<file path="src/design/mer_pkg.sv">
// Shared types and constants of the midpoint ellipse rasterizer.
package mer_pkg;

    localparam int PIX_W       = 14;
    localparam int IN_TDATA_W  = 8;
    localparam int OUT_TDATA_W = 32;
    localparam int CFG_DATA_W  = 16;
    localparam int CFG_IDX_W   = 2;
    localparam int RESTART_BIT = 0;

    localparam logic [1:0] PIX_LAST = 2'd3;

    typedef enum logic [CFG_IDX_W-1:0] {
        CFG_RADIUS_X = 2'd0,
        CFG_RADIUS_Y = 2'd1,
        CFG_CENTRE_X = 2'd2,
        CFG_CENTRE_Y = 2'd3
    } cfg_reg_t;

    // operations of the shared multiplier
    typedef enum logic [2:0] {
        MUL_NONE,
        MUL_RESTART,
        MUL_UX_SQ,
        MUL_RY2_UX,
        MUL_T_SQ,
        MUL_RX2_T,
        MUL_RX2_RY2
    } mul_op_t;

    typedef enum logic [3:0] {
        ST_IDLE,
        ST_INIT,
        ST_CHECK,
        ST_ENT_UX,
        ST_ENT_RY2,
        ST_ENT_T,
        ST_ENT_RX2T,
        ST_ENT_FIN,
        ST_EMIT
    } state_t;

    typedef struct packed {
        mul_op_t    mul_op;
        logic       end_walk;
        logic       pix_load;
        logic [1:0] pix_sel;
        logic       upd;
    } ctl_cmd_t;

    typedef struct packed {
        logic walk_active;
        logic in_region_two;
        logic x_ge_y;
        logic y_neg;
        logic out_free;
    } ctl_status_t;

endpackage

</file>
<file path="src/design/mer_ctrl.sv">
// Sequencing controller of the midpoint ellipse rasterizer.
module mer_ctrl
    import mer_pkg::*;
(
    input  logic                  aclk,
    input  logic                  aresetn,
    input  logic                  s_tvalid,
    output logic                  s_tready,
    input  logic [IN_TDATA_W-1:0] s_tdata,
    input  ctl_status_t           status,
    output ctl_cmd_t              cmd
);

    state_t     state_reg, state_next;
    logic [1:0] pix_cnt_reg, pix_cnt_next;

    always_ff @(posedge aclk) begin
        if (!aresetn) begin
            state_reg   <= ST_IDLE;
            pix_cnt_reg <= '0;
        end else begin
            state_reg   <= state_next;
            pix_cnt_reg <= pix_cnt_next;
        end
    end

    always_comb begin
        state_next   = state_reg;
        pix_cnt_next = pix_cnt_reg;
        s_tready     = 1'b0;
        cmd          = '{mul_op: MUL_NONE, end_walk: 1'b0, pix_load: 1'b0,
                         pix_sel: pix_cnt_reg, upd: 1'b0};
        case (state_reg)
            ST_IDLE: begin
                s_tready = 1'b1;
                if (s_tvalid) begin
                    state_next = s_tdata[RESTART_BIT] ? ST_INIT : ST_CHECK;
                end
            end
            ST_INIT: begin
                cmd.mul_op = MUL_RESTART;
                state_next = ST_CHECK;
            end
            ST_CHECK: begin
                if (!status.walk_active) begin
                    state_next = ST_IDLE;
                end else if (!status.in_region_two && status.x_ge_y) begin
                    state_next = ST_ENT_UX;
                end else if (status.in_region_two && status.y_neg) begin
                    cmd.end_walk = 1'b1;
                    state_next   = ST_IDLE;
                end else begin
                    pix_cnt_next = '0;
                    state_next   = ST_EMIT;
                end
            end
            // region two decision rebuilt over five multiplier passes
            ST_ENT_UX: begin
                cmd.mul_op = MUL_UX_SQ;
                state_next = ST_ENT_RY2;
            end
            ST_ENT_RY2: begin
                cmd.mul_op = MUL_RY2_UX;
                state_next = ST_ENT_T;
            end
            ST_ENT_T: begin
                cmd.mul_op = MUL_T_SQ;
                state_next = ST_ENT_RX2T;
            end
            ST_ENT_RX2T: begin
                cmd.mul_op = MUL_RX2_T;
                state_next = ST_ENT_FIN;
            end
            ST_ENT_FIN: begin
                cmd.mul_op = MUL_RX2_RY2;
                state_next = ST_CHECK;
            end
            ST_EMIT: begin
                if (status.out_free) begin
                    cmd.pix_load = 1'b1;
                    pix_cnt_next = pix_cnt_reg + 2'd1;
                    if (pix_cnt_reg == PIX_LAST) begin
                        cmd.upd    = 1'b1;
                        state_next = ST_IDLE;
                    end
                end
            end
            default: begin
                state_next = ST_IDLE;
            end
        endcase
    end

endmodule

</file>
<file path="src/design/mer_datapath.sv">
// Datapath of the midpoint ellipse rasterizer: config, walk state, multiplier, pixel register.
module mer_datapath
    import mer_pkg::*;
#(
    parameter int RADIUS_BITS = 10,
    parameter int COORD_BITS  = 12
) (
    input  logic                   aclk,
    input  logic                   aresetn,
    input  logic                   cfg_valid,
    input  logic [CFG_IDX_W-1:0]   cfg_index,
    input  logic [CFG_DATA_W-1:0]  cfg_data,
    input  ctl_cmd_t               cmd,
    output ctl_status_t            status,
    output logic                   m_tvalid,
    input  logic                   m_tready,
    output logic [OUT_TDATA_W-1:0] m_tdata,
    output logic                   m_tlast,
    output logic                   m_tuser
);

    localparam int R2 = 2 * RADIUS_BITS;          // squared radius
    localparam int XW = RADIUS_BITS + 1;          // cur_x
    localparam int YW = RADIUS_BITS + 2;          // cur_y, signed
    localparam int SW = 3 * RADIUS_BITS + 3;      // dx, dy
    localparam int MW = 2 * RADIUS_BITS + 4;      // multiplier operand
    localparam int DW = 2 * MW;                   // decision, product
    localparam int EW = COORD_BITS + RADIUS_BITS + 2;

    // configuration; the horizontal radius is only ever needed squared
    logic [RADIUS_BITS-1:0] radius_y_reg;
    logic [COORD_BITS-1:0]  centre_x_reg, centre_y_reg;
    logic [R2-1:0]          rx2_reg, ry2_reg;
    logic [R2-1:0]          sq_in;

    assign sq_in = R2'(cfg_data[RADIUS_BITS-1:0]) * R2'(cfg_data[RADIUS_BITS-1:0]);

    always_ff @(posedge aclk) begin
        if (!aresetn) begin
            radius_y_reg <= '0;
            centre_x_reg <= '0;
            centre_y_reg <= '0;
            rx2_reg      <= '0;
            ry2_reg      <= '0;
        end else if (cfg_valid) begin
            case (cfg_reg_t'(cfg_index))
                CFG_RADIUS_X: begin
                    rx2_reg      <= sq_in;
                end
                CFG_RADIUS_Y: begin
                    radius_y_reg <= cfg_data[RADIUS_BITS-1:0];
                    ry2_reg      <= sq_in;
                end
                CFG_CENTRE_X: centre_x_reg <= cfg_data[COORD_BITS-1:0];
                CFG_CENTRE_Y: centre_y_reg <= cfg_data[COORD_BITS-1:0];
                default: ;
            endcase
        end
    end

    // walk state
    logic [XW-1:0]        cur_x_reg, cur_x_next;
    logic signed [YW-1:0] cur_y_reg, cur_y_next;
    logic signed [SW-1:0] sx_reg, sx_next;
    logic signed [SW-1:0] sy_reg, sy_next;
    logic [DW-1:0]        decision_reg, decision_next;
    logic [DW-1:0]        acc_reg, acc_next;
    logic [MW-1:0]        prod_reg, prod_next;
    logic                 in_region_two_reg, in_region_two_next;
    logic                 walk_active_reg, walk_active_next;

    // shared multiplier
    logic [MW-1:0]        mul_a, mul_b, ux_op, t_mag;
    logic [DW-1:0]        mul_res;
    logic signed [YW:0]   t_val;
    logic [YW-1:0]        t_abs;

    assign ux_op = MW'({cur_x_reg, 1'b1});
    assign t_val = (YW+1)'(cur_y_reg) - 1'b1;
    assign t_abs = t_val[YW] ? YW'(~t_val + 1'b1) : YW'(t_val);
    assign t_mag = MW'(t_abs);

    always_comb begin
        mul_a = MW'(rx2_reg);
        mul_b = MW'(ry2_reg);
        case (cmd.mul_op)
            MUL_RESTART: mul_b = MW'(radius_y_reg);
            MUL_UX_SQ: begin
                mul_a = ux_op;
                mul_b = ux_op;
            end
            MUL_RY2_UX: begin
                mul_a = MW'(ry2_reg);
                mul_b = prod_reg;
            end
            MUL_T_SQ: begin
                mul_a = t_mag;
                mul_b = t_mag;
            end
            MUL_RX2_T: mul_b = prod_reg;
            default: ;
        endcase
    end

    assign mul_res = DW'(mul_a) * DW'(mul_b);

    // step update terms
    logic [DW-1:0] sx_e, sy_e, rx2_e, ry2_e, sx_inc, sy_dec;
    logic          dec_neg, dec_pos, done;

    assign sx_e    = DW'(sx_reg);
    assign sy_e    = DW'(sy_reg);
    assign rx2_e   = DW'(rx2_reg);
    assign ry2_e   = DW'(ry2_reg);
    assign sx_inc  = sx_e + (ry2_e << 1);
    assign sy_dec  = sy_e - (rx2_e << 1);
    assign dec_neg = decision_reg[DW-1];
    assign dec_pos = !dec_neg && (|decision_reg);
    assign done    = in_region_two_reg && (cur_y_reg == '0);

    always_comb begin
        cur_x_next         = cur_x_reg;
        cur_y_next         = cur_y_reg;
        sx_next            = sx_reg;
        sy_next            = sy_reg;
        decision_next      = decision_reg;
        acc_next           = acc_reg;
        prod_next          = prod_reg;
        in_region_two_next = in_region_two_reg;
        walk_active_next   = walk_active_reg;

        case (cmd.mul_op)
            MUL_RESTART: begin
                cur_x_next         = '0;
                cur_y_next         = YW'(radius_y_reg);
                sx_next            = '0;
                sy_next            = SW'(mul_res << 1);
                decision_next      = (ry2_e << 2) - (mul_res << 2) + rx2_e;
                in_region_two_next = 1'b0;
                walk_active_next   = 1'b1;
            end
            MUL_UX_SQ:  prod_next = mul_res[MW-1:0];
            MUL_RY2_UX: acc_next  = mul_res;
            MUL_T_SQ:   prod_next = mul_res[MW-1:0];
            MUL_RX2_T:  acc_next  = acc_reg + (mul_res << 2);
            MUL_RX2_RY2: begin
                decision_next      = acc_reg - (mul_res << 2);
                in_region_two_next = 1'b1;
            end
            default: ;
        endcase

        if (cmd.end_walk) begin
            walk_active_next = 1'b0;
        end

        if (cmd.upd) begin
            if (!in_region_two_reg) begin
                cur_x_next = cur_x_reg + 1'b1;
                sx_next    = sx_inc[SW-1:0];
                if (dec_neg) begin
                    decision_next = decision_reg + ((sx_inc + ry2_e) << 2);
                end else begin
                    cur_y_next    = cur_y_reg - 1'b1;
                    sy_next       = sy_dec[SW-1:0];
                    decision_next = decision_reg + ((sx_inc - sy_dec + ry2_e) << 2);
                end
            end else begin
                cur_y_next = cur_y_reg - 1'b1;
                sy_next    = sy_dec[SW-1:0];
                if (dec_pos) begin
                    decision_next = decision_reg + ((rx2_e - sy_dec) << 2);
                end else begin
                    cur_x_next    = cur_x_reg + 1'b1;
                    sx_next       = sx_inc[SW-1:0];
                    decision_next = decision_reg + ((sx_inc - sy_dec + rx2_e) << 2);
                end
                if (done) begin
                    walk_active_next = 1'b0;
                end
            end
        end
    end

    always_ff @(posedge aclk) begin
        if (!aresetn) begin
            in_region_two_reg <= 1'b0;
            walk_active_reg   <= 1'b0;
        end else begin
            in_region_two_reg <= in_region_two_next;
            walk_active_reg   <= walk_active_next;
        end
    end

    always_ff @(posedge aclk) begin
        cur_x_reg    <= cur_x_next;
        cur_y_reg    <= cur_y_next;
        sx_reg       <= sx_next;
        sy_reg       <= sy_next;
        decision_reg <= decision_next;
        acc_reg      <= acc_next;
        prod_reg     <= prod_next;
    end

    // pixel output register
    logic               m_tvalid_reg, m_tvalid_next;
    logic [PIX_W-1:0]   pix_x_reg, pix_y_reg;
    logic               last_reg, done_reg;
    logic [EW-1:0]      x_w, y_w, cx_w, cy_w, px_w, py_w;
    logic               out_free;

    assign x_w  = EW'(cur_x_reg);
    assign y_w  = EW'(cur_y_reg);
    assign cx_w = EW'(centre_x_reg);
    assign cy_w = EW'(centre_y_reg);
    assign px_w = cmd.pix_sel[0] ? (cx_w - x_w) : (cx_w + x_w);
    assign py_w = cmd.pix_sel[1] ? (cy_w - y_w) : (cy_w + y_w);

    assign out_free = !m_tvalid_reg || m_tready;

    always_comb begin
        m_tvalid_next = m_tvalid_reg;
        if (cmd.pix_load) begin
            m_tvalid_next = 1'b1;
        end else if (m_tready) begin
            m_tvalid_next = 1'b0;
        end
    end

    always_ff @(posedge aclk) begin
        if (!aresetn) begin
            m_tvalid_reg <= 1'b0;
        end else begin
            m_tvalid_reg <= m_tvalid_next;
        end
    end

    always_ff @(posedge aclk) begin
        if (cmd.pix_load) begin
            pix_x_reg <= px_w[PIX_W-1:0];
            pix_y_reg <= py_w[PIX_W-1:0];
            last_reg  <= (cmd.pix_sel == PIX_LAST);
            done_reg  <= done;
        end
    end

    assign m_tvalid = m_tvalid_reg;
    assign m_tdata  = {{(OUT_TDATA_W - 2 * PIX_W){1'b0}}, pix_y_reg, pix_x_reg};
    assign m_tlast  = last_reg;
    assign m_tuser  = done_reg;

    // dx >= dy test for leaving region one
    logic signed [SW:0] dxy;

    assign dxy = {sx_reg[SW-1], sx_reg} - {sy_reg[SW-1], sy_reg};

    assign status = '{walk_active:   walk_active_reg,
                      in_region_two: in_region_two_reg,
                      x_ge_y:        !dxy[SW],
                      y_neg:         cur_y_reg[YW-1],
                      out_free:      out_free};

`ifndef ASSERT_OFF
    a_load_free: assert property (@(posedge aclk) disable iff (!aresetn)
        cmd.pix_load |-> out_free)
        else $error("pixel loaded over an untaken beat");

    a_walk_end: assert property (@(posedge aclk) disable iff (!aresetn)
        (cmd.upd && in_region_two_reg && cur_y_reg == '0) |=> !walk_active_reg)
        else $error("walk still active after its final point");

    a_restart: assert property (@(posedge aclk) disable iff (!aresetn)
        (cmd.mul_op == MUL_RESTART) |=> (walk_active_reg && !in_region_two_reg))
        else $error("restart did not open a region one walk");

    a_enter_r2: assert property (@(posedge aclk) disable iff (!aresetn)
        (cmd.mul_op == MUL_RX2_RY2) |=> in_region_two_reg)
        else $error("region two not entered after decision rebuild");
`endif

endmodule

</file>
<file path="src/design/midpoint_ellipse_rasterizer_unit.sv">
// Flow: an accepted request passes an optional restart step and the region check; if the walk
// goes on, the emit state loads four pixel beats, each as the output register frees up.
// New requests wait until the last beat is loaded; leaving region one adds the decision rebuild.
// The controller sequences one shared multiplier and one pixel register.
// Reset: synchronous, active low; clears config to zero, no walk in progress, output empty.
// Top level of the midpoint ellipse rasterizer.
module midpoint_ellipse_rasterizer_unit
    import mer_pkg::*;
#(
    parameter int RADIUS_BITS = 10,
    parameter int COORD_BITS  = 12
) (
    input  logic                   aclk,
    input  logic                   aresetn,
    // request channel
    input  logic                   s_tvalid,
    output logic                   s_tready,
    input  logic [IN_TDATA_W-1:0]  s_tdata,   // [0] restart, rest zero
    // pixel channel
    output logic                   m_tvalid,
    input  logic                   m_tready,
    output logic [OUT_TDATA_W-1:0] m_tdata,   // [13:0] pixel_x, [27:14] pixel_y, rest zero
    output logic                   m_tlast,   // last_of_four
    output logic                   m_tuser,   // [0] walk_done
    // configuration write channel
    input  logic                   cfg_valid,
    output logic                   cfg_ready,
    input  logic [CFG_IDX_W-1:0]   cfg_index,
    input  logic [CFG_DATA_W-1:0]  cfg_data
);

    ctl_cmd_t    cmd;
    ctl_status_t status;

    // register writes are always accepted
    assign cfg_ready = 1'b1;

    // controller: accept, region check, decision rebuild, four-beat emit
    mer_ctrl u_ctrl (
        .aclk     (aclk),
        .aresetn  (aresetn),
        .s_tvalid (s_tvalid),
        .s_tready (s_tready),
        .s_tdata  (s_tdata),
        .status   (status),
        .cmd      (cmd)
    );

    // datapath: radii squares taken on write, walk state, multiplier, output beat
    mer_datapath #(
        .RADIUS_BITS (RADIUS_BITS),
        .COORD_BITS  (COORD_BITS)
    ) u_datapath (
        .aclk      (aclk),
        .aresetn   (aresetn),
        .cfg_valid (cfg_valid),
        .cfg_index (cfg_index),
        .cfg_data  (cfg_data),
        .cmd       (cmd),
        .status    (status),
        .m_tvalid  (m_tvalid),
        .m_tready  (m_tready),
        .m_tdata   (m_tdata),
        .m_tlast   (m_tlast),
        .m_tuser   (m_tuser)
    );

endmodule
</file>
<file path="config.mk">
export PLATFORM = sky130hd
export DESIGN_NAME = midpoint_ellipse_rasterizer_unit
export DESIGN_NICKNAME = d
export VERILOG_FILES = /design/src/design/mer_pkg.sv /design/src/design/mer_ctrl.sv /design/src/design/mer_datapath.sv /design/src/design/midpoint_ellipse_rasterizer_unit.sv
export SDC_FILE = /design/constraint.sdc
export NUM_CORES = 2
export LEC_CHECK = 0
export BUFFER_PORTS_ARGS = -buffer_cell sky130_fd_sc_hd__buf_2
export CAP_MARGIN = 20
export CORE_ASPECT_RATIO = 1.4
export CORE_UTILIZATION = 55
export CTS_CLUSTER_DIAMETER = 60
export DETAILED_ROUTE_END_ITERATION = 12
export GPL_ROUTABILITY_DRIVEN = 0
export GPL_TIMING_DRIVEN = 0
export MAX_ROUTING_LAYER = met4
export PLACE_DENSITY_LB_ADDON = 0.2
export SETUP_SLACK_MARGIN = 0.2
export SLEW_MARGIN = 20
export SYNTH_ARGS = -nofsm -noshare
export SYNTH_HDL_FRONTEND = slang
export SYNTH_HIERARCHICAL = 1
export SYNTH_SLANG_ARGS = --single-unit
</file>
<file path="constraint.sdc">
create_clock -name aclk -period 18 [get_ports aclk]
set_clock_uncertainty 0.05 [all_clocks]
set_input_delay 1.8 -clock aclk [delete_from_list [all_inputs] [get_ports aclk]]
set_output_delay 1.8 -clock aclk [all_outputs]
set_load 0.1 [all_outputs]
</file>
==> impl_metrics.csv <==
group,metric,value,unit
outcome,status,"finished, final reports clean",
setup_path,cp.arrival,17.19,ns
logic_synthesis,synth_warnings,6,
sta,hold_violations,0,
global_route,grt_pass1_wl,304000,um
floorplanning,die_area,98300,um^2
global_route,antenna_found_initial,14,
floorplanning,die_w,265,um
clock_network,post_cts.repair.setup_buffers,0,
global_route,overflow,0,
global_route,grt_use_total,0.428,
layout,layout.nets,7909,
sta,drv_slew,0,
floorplanning,die_h,371,um
floorplanning,ios,68,
logic_synthesis,ys_top_cells_by_area,"fa_1, ha_1, edfxtp_1",
logic_synthesis,synth_common_cells,"nand2_1, inv_1, nor2_1",
layout,drive_above_1_share,0.0447,
sta,grt_setup_unrepaired,"no",
sta,setup_viol,0,
logic_synthesis,synth.most_common_cell,"nand2_1",
clock_network,cts_max_level,2,
drt,routed_wirelength,204000,um
setup_path,path_common_cell,"fa_1",
layout,fin_area,57200,um^2
drt,ant_nets,0,
setup_path,slowest_delay,0.97,ns
setup_path,endpoint_kind,"flip-flop",
drt,drcViolationCount,0,
clock_network,cts_tree,"built",
global_route,grt_max_degree,48,
placed_design,placed_area,55700,um^2
sta,setup_tns,0,ns
sta,fmax,59.3,MHz
drt,avgRoutedWirePerCell,25.0,um
logic_synthesis,synth.ff_latch_count,319,
logic_synthesis,synth-edff-count,152,
sta,max_slew.worst_pin.slew,1.39,ns
logic_synthesis,synth_area_leader_cell,"fa_1",
floorplanning,rows,134,
clock_network,cts_hold_buf,0,
logic_synthesis,ys_seq_area_frac,0.148,
logic_synthesis,synth_top_area_share,0.174,
clock_network,post_cts_resized,0,
flow_run,max_cap_violations,0,
drt,vias,51800,
layout,area_growth,7.20,%
clock_network,clkTransAtPathRegs,0.07,ns
clock_network,cts_made_buffers,38,
sta,slew_headroom,0.0761,
floorplanning,fp.coreArea,95700,um^2
power,p_per_area,125,nW/um^2
logic_synthesis,netlist-cell-type-count,114,
floorplanning,start_util,0.557,
power,leakagePower,25.8,nW
drt,drt_first_pass_iters,7,
logic_synthesis,synth_ff_type,"dfxtp_1",
logic_synthesis,avgSynthCellArea,7.98,um^2
logic_synthesis,ys_async_sr_fraction,0,
global_route,grt_pass1_vias,50300,
drt,drtIter0Drc,5585,
clock_network,cts_buffer_depth,3,
logic_synthesis,synth_cells,6684,
setup_path,critPathMaxFanout,10,
drt,vias_per_cell,6.34,
placed_design,dp_slack,1.69,ns
sta,min_period,16.86,ns
setup_path,slowest_stage,"xor2_1",
sta,fin_ws,1.14,ns
worst_hold_path,min_path_type,"flip-flop to flip-flop",
placed_design,port_buffers,50,
setup_path,cp-start-kind,"flip-flop",
setup_path,worstPathRequired,18.33,ns
clock_network,clkLatencyLatePin,0.62,ns
clock_network,ctsRootBufferMaster,"clkbuf_16",
placed_design,dp.final_hpwl,164000,um
power,vdd_ir_drop_max,103,uV
logic_synthesis,synth_area,53400,um^2
setup_path,critical_path_class,"flip-flop to flip-flop",
clock_network,clock-sinks,319,
sta,fin_crit_sh,0.937,
-- stage by stage --
stage | instances | hold slack (ns) | total power, mW | utilization
global placement | 8040 | 0.406 | 5.97 | 0.577
floorplan | 6698 | 0.393 | 4.60 | -
CTS | 8132 | 0.424 | 6.94 | 0.595
global route | 8156 | 0.444 | 7.58 | 0.597
finish | 8159 | 0.423 | 7.18 | 0.597
detailed placement | 8062 | 0.415 | 6.06 | 0.581
-- report_power, final --
part | internal, mW | total, mW | switching, mW
Combinational | 1.87 | 5.28 | 3.40
Clock | 0.468 | 0.848 | 0.380
Sequential | 0.884 | 1.05 | 0.167
Total | 3.23 | 7.18 | 3.95
-- kinds of logic (layout without fill, tap and decap cells) --
| kind of cell | after synthesis | count (layout) | synth area share |
|---|---|---|---|
| AOI/OAI and AO/OA | 1623 | 1623 | 0.198 |
| xor gates and xnor gates | 434 | 434 | 0.0718 |
| adders and majority gates | 1058 | 1058 | 0.314 |
| buffers and inverters | 1072 | 1224 | 0.0779 |
| DFF | 319 | 319 | 0.148 |
| muxes | 36 | 36 | 0.00692 |
| other | 3 | 34 | 0.000211 |
| and+or+nand+nor | 2139 | 2139 | 0.183 |
-- critical path, delay by kind of cell, from the launching register on --
family | cells | cell delay [ns]
mux | 2 | 1.39
simple gates | 10 | 1.71
fa+ha+maj | 10 | 4.94
xor+xnor | 2 | 1.12
flops | 1 | 0.50
compound gates | 12 | 4.38
buf+inv | 10 | 2.49
-- final cells by class --
cell class,instances,area [um^2]
inverters,790,2970
repair buffers,82,561
diodes,17,42.5
flip-flops and latches,319,7910
plain buffers,282,1190
clock buffers,45,1040
fillers,8761,38500
multi-input cells,5307,41600
clock inverters,25,284
well taps,1292,1620
-- metal layers --
layer,vias to the layer above,part of all wire,track usage
met4,0,0.13,0.423
met1,24500,0.32,0.427
li1,23100,-,-
met5,-,0,-
met2,2994,0.45,0.666
met3,1241,0.10,0.121
-- path summary, 6_finish.rpt --
kind | start | to | slack, ns | depth (start not counted)
worst max-delay path | u_datapath/cur_y_reg[0] | u_datapath/acc_reg[46] | 1.14 | 46
worst min-delay path | u_datapath/centre_y_reg[10] | u_datapath/centre_y_reg[10] | 0.42 | 2
worst max register to register | u_datapath/cur_y_reg[0] | u_datapath/acc_reg[46] | 1.14 | 46
worst min register to register | u_datapath/centre_y_reg[10] | u_datapath/centre_y_reg[10] | 0.42 | 2
-- layout by cell type (no fill, tap or decap), types with 115 or more instances in the layout --
master / Yosys / final
a21o_1: 144 / 144
a21oi_1: 460 / 458
clkbuf_1: 237 / 239
dfxtp_1: 167 / 167
edfxtp_1: 152 / 152
fa_1: 465 / 465
ha_1: 593 / 593
inv_1: 785 / 785
nand2_1: 801 / 800
nand3_1: 115 / 115
nor2_1: 621 / 618
o21ai_0: 303 / 296
xnor2_1: 296 / 285
xor2_1: 135 / 129
Power figures use the tool's default switching activity.
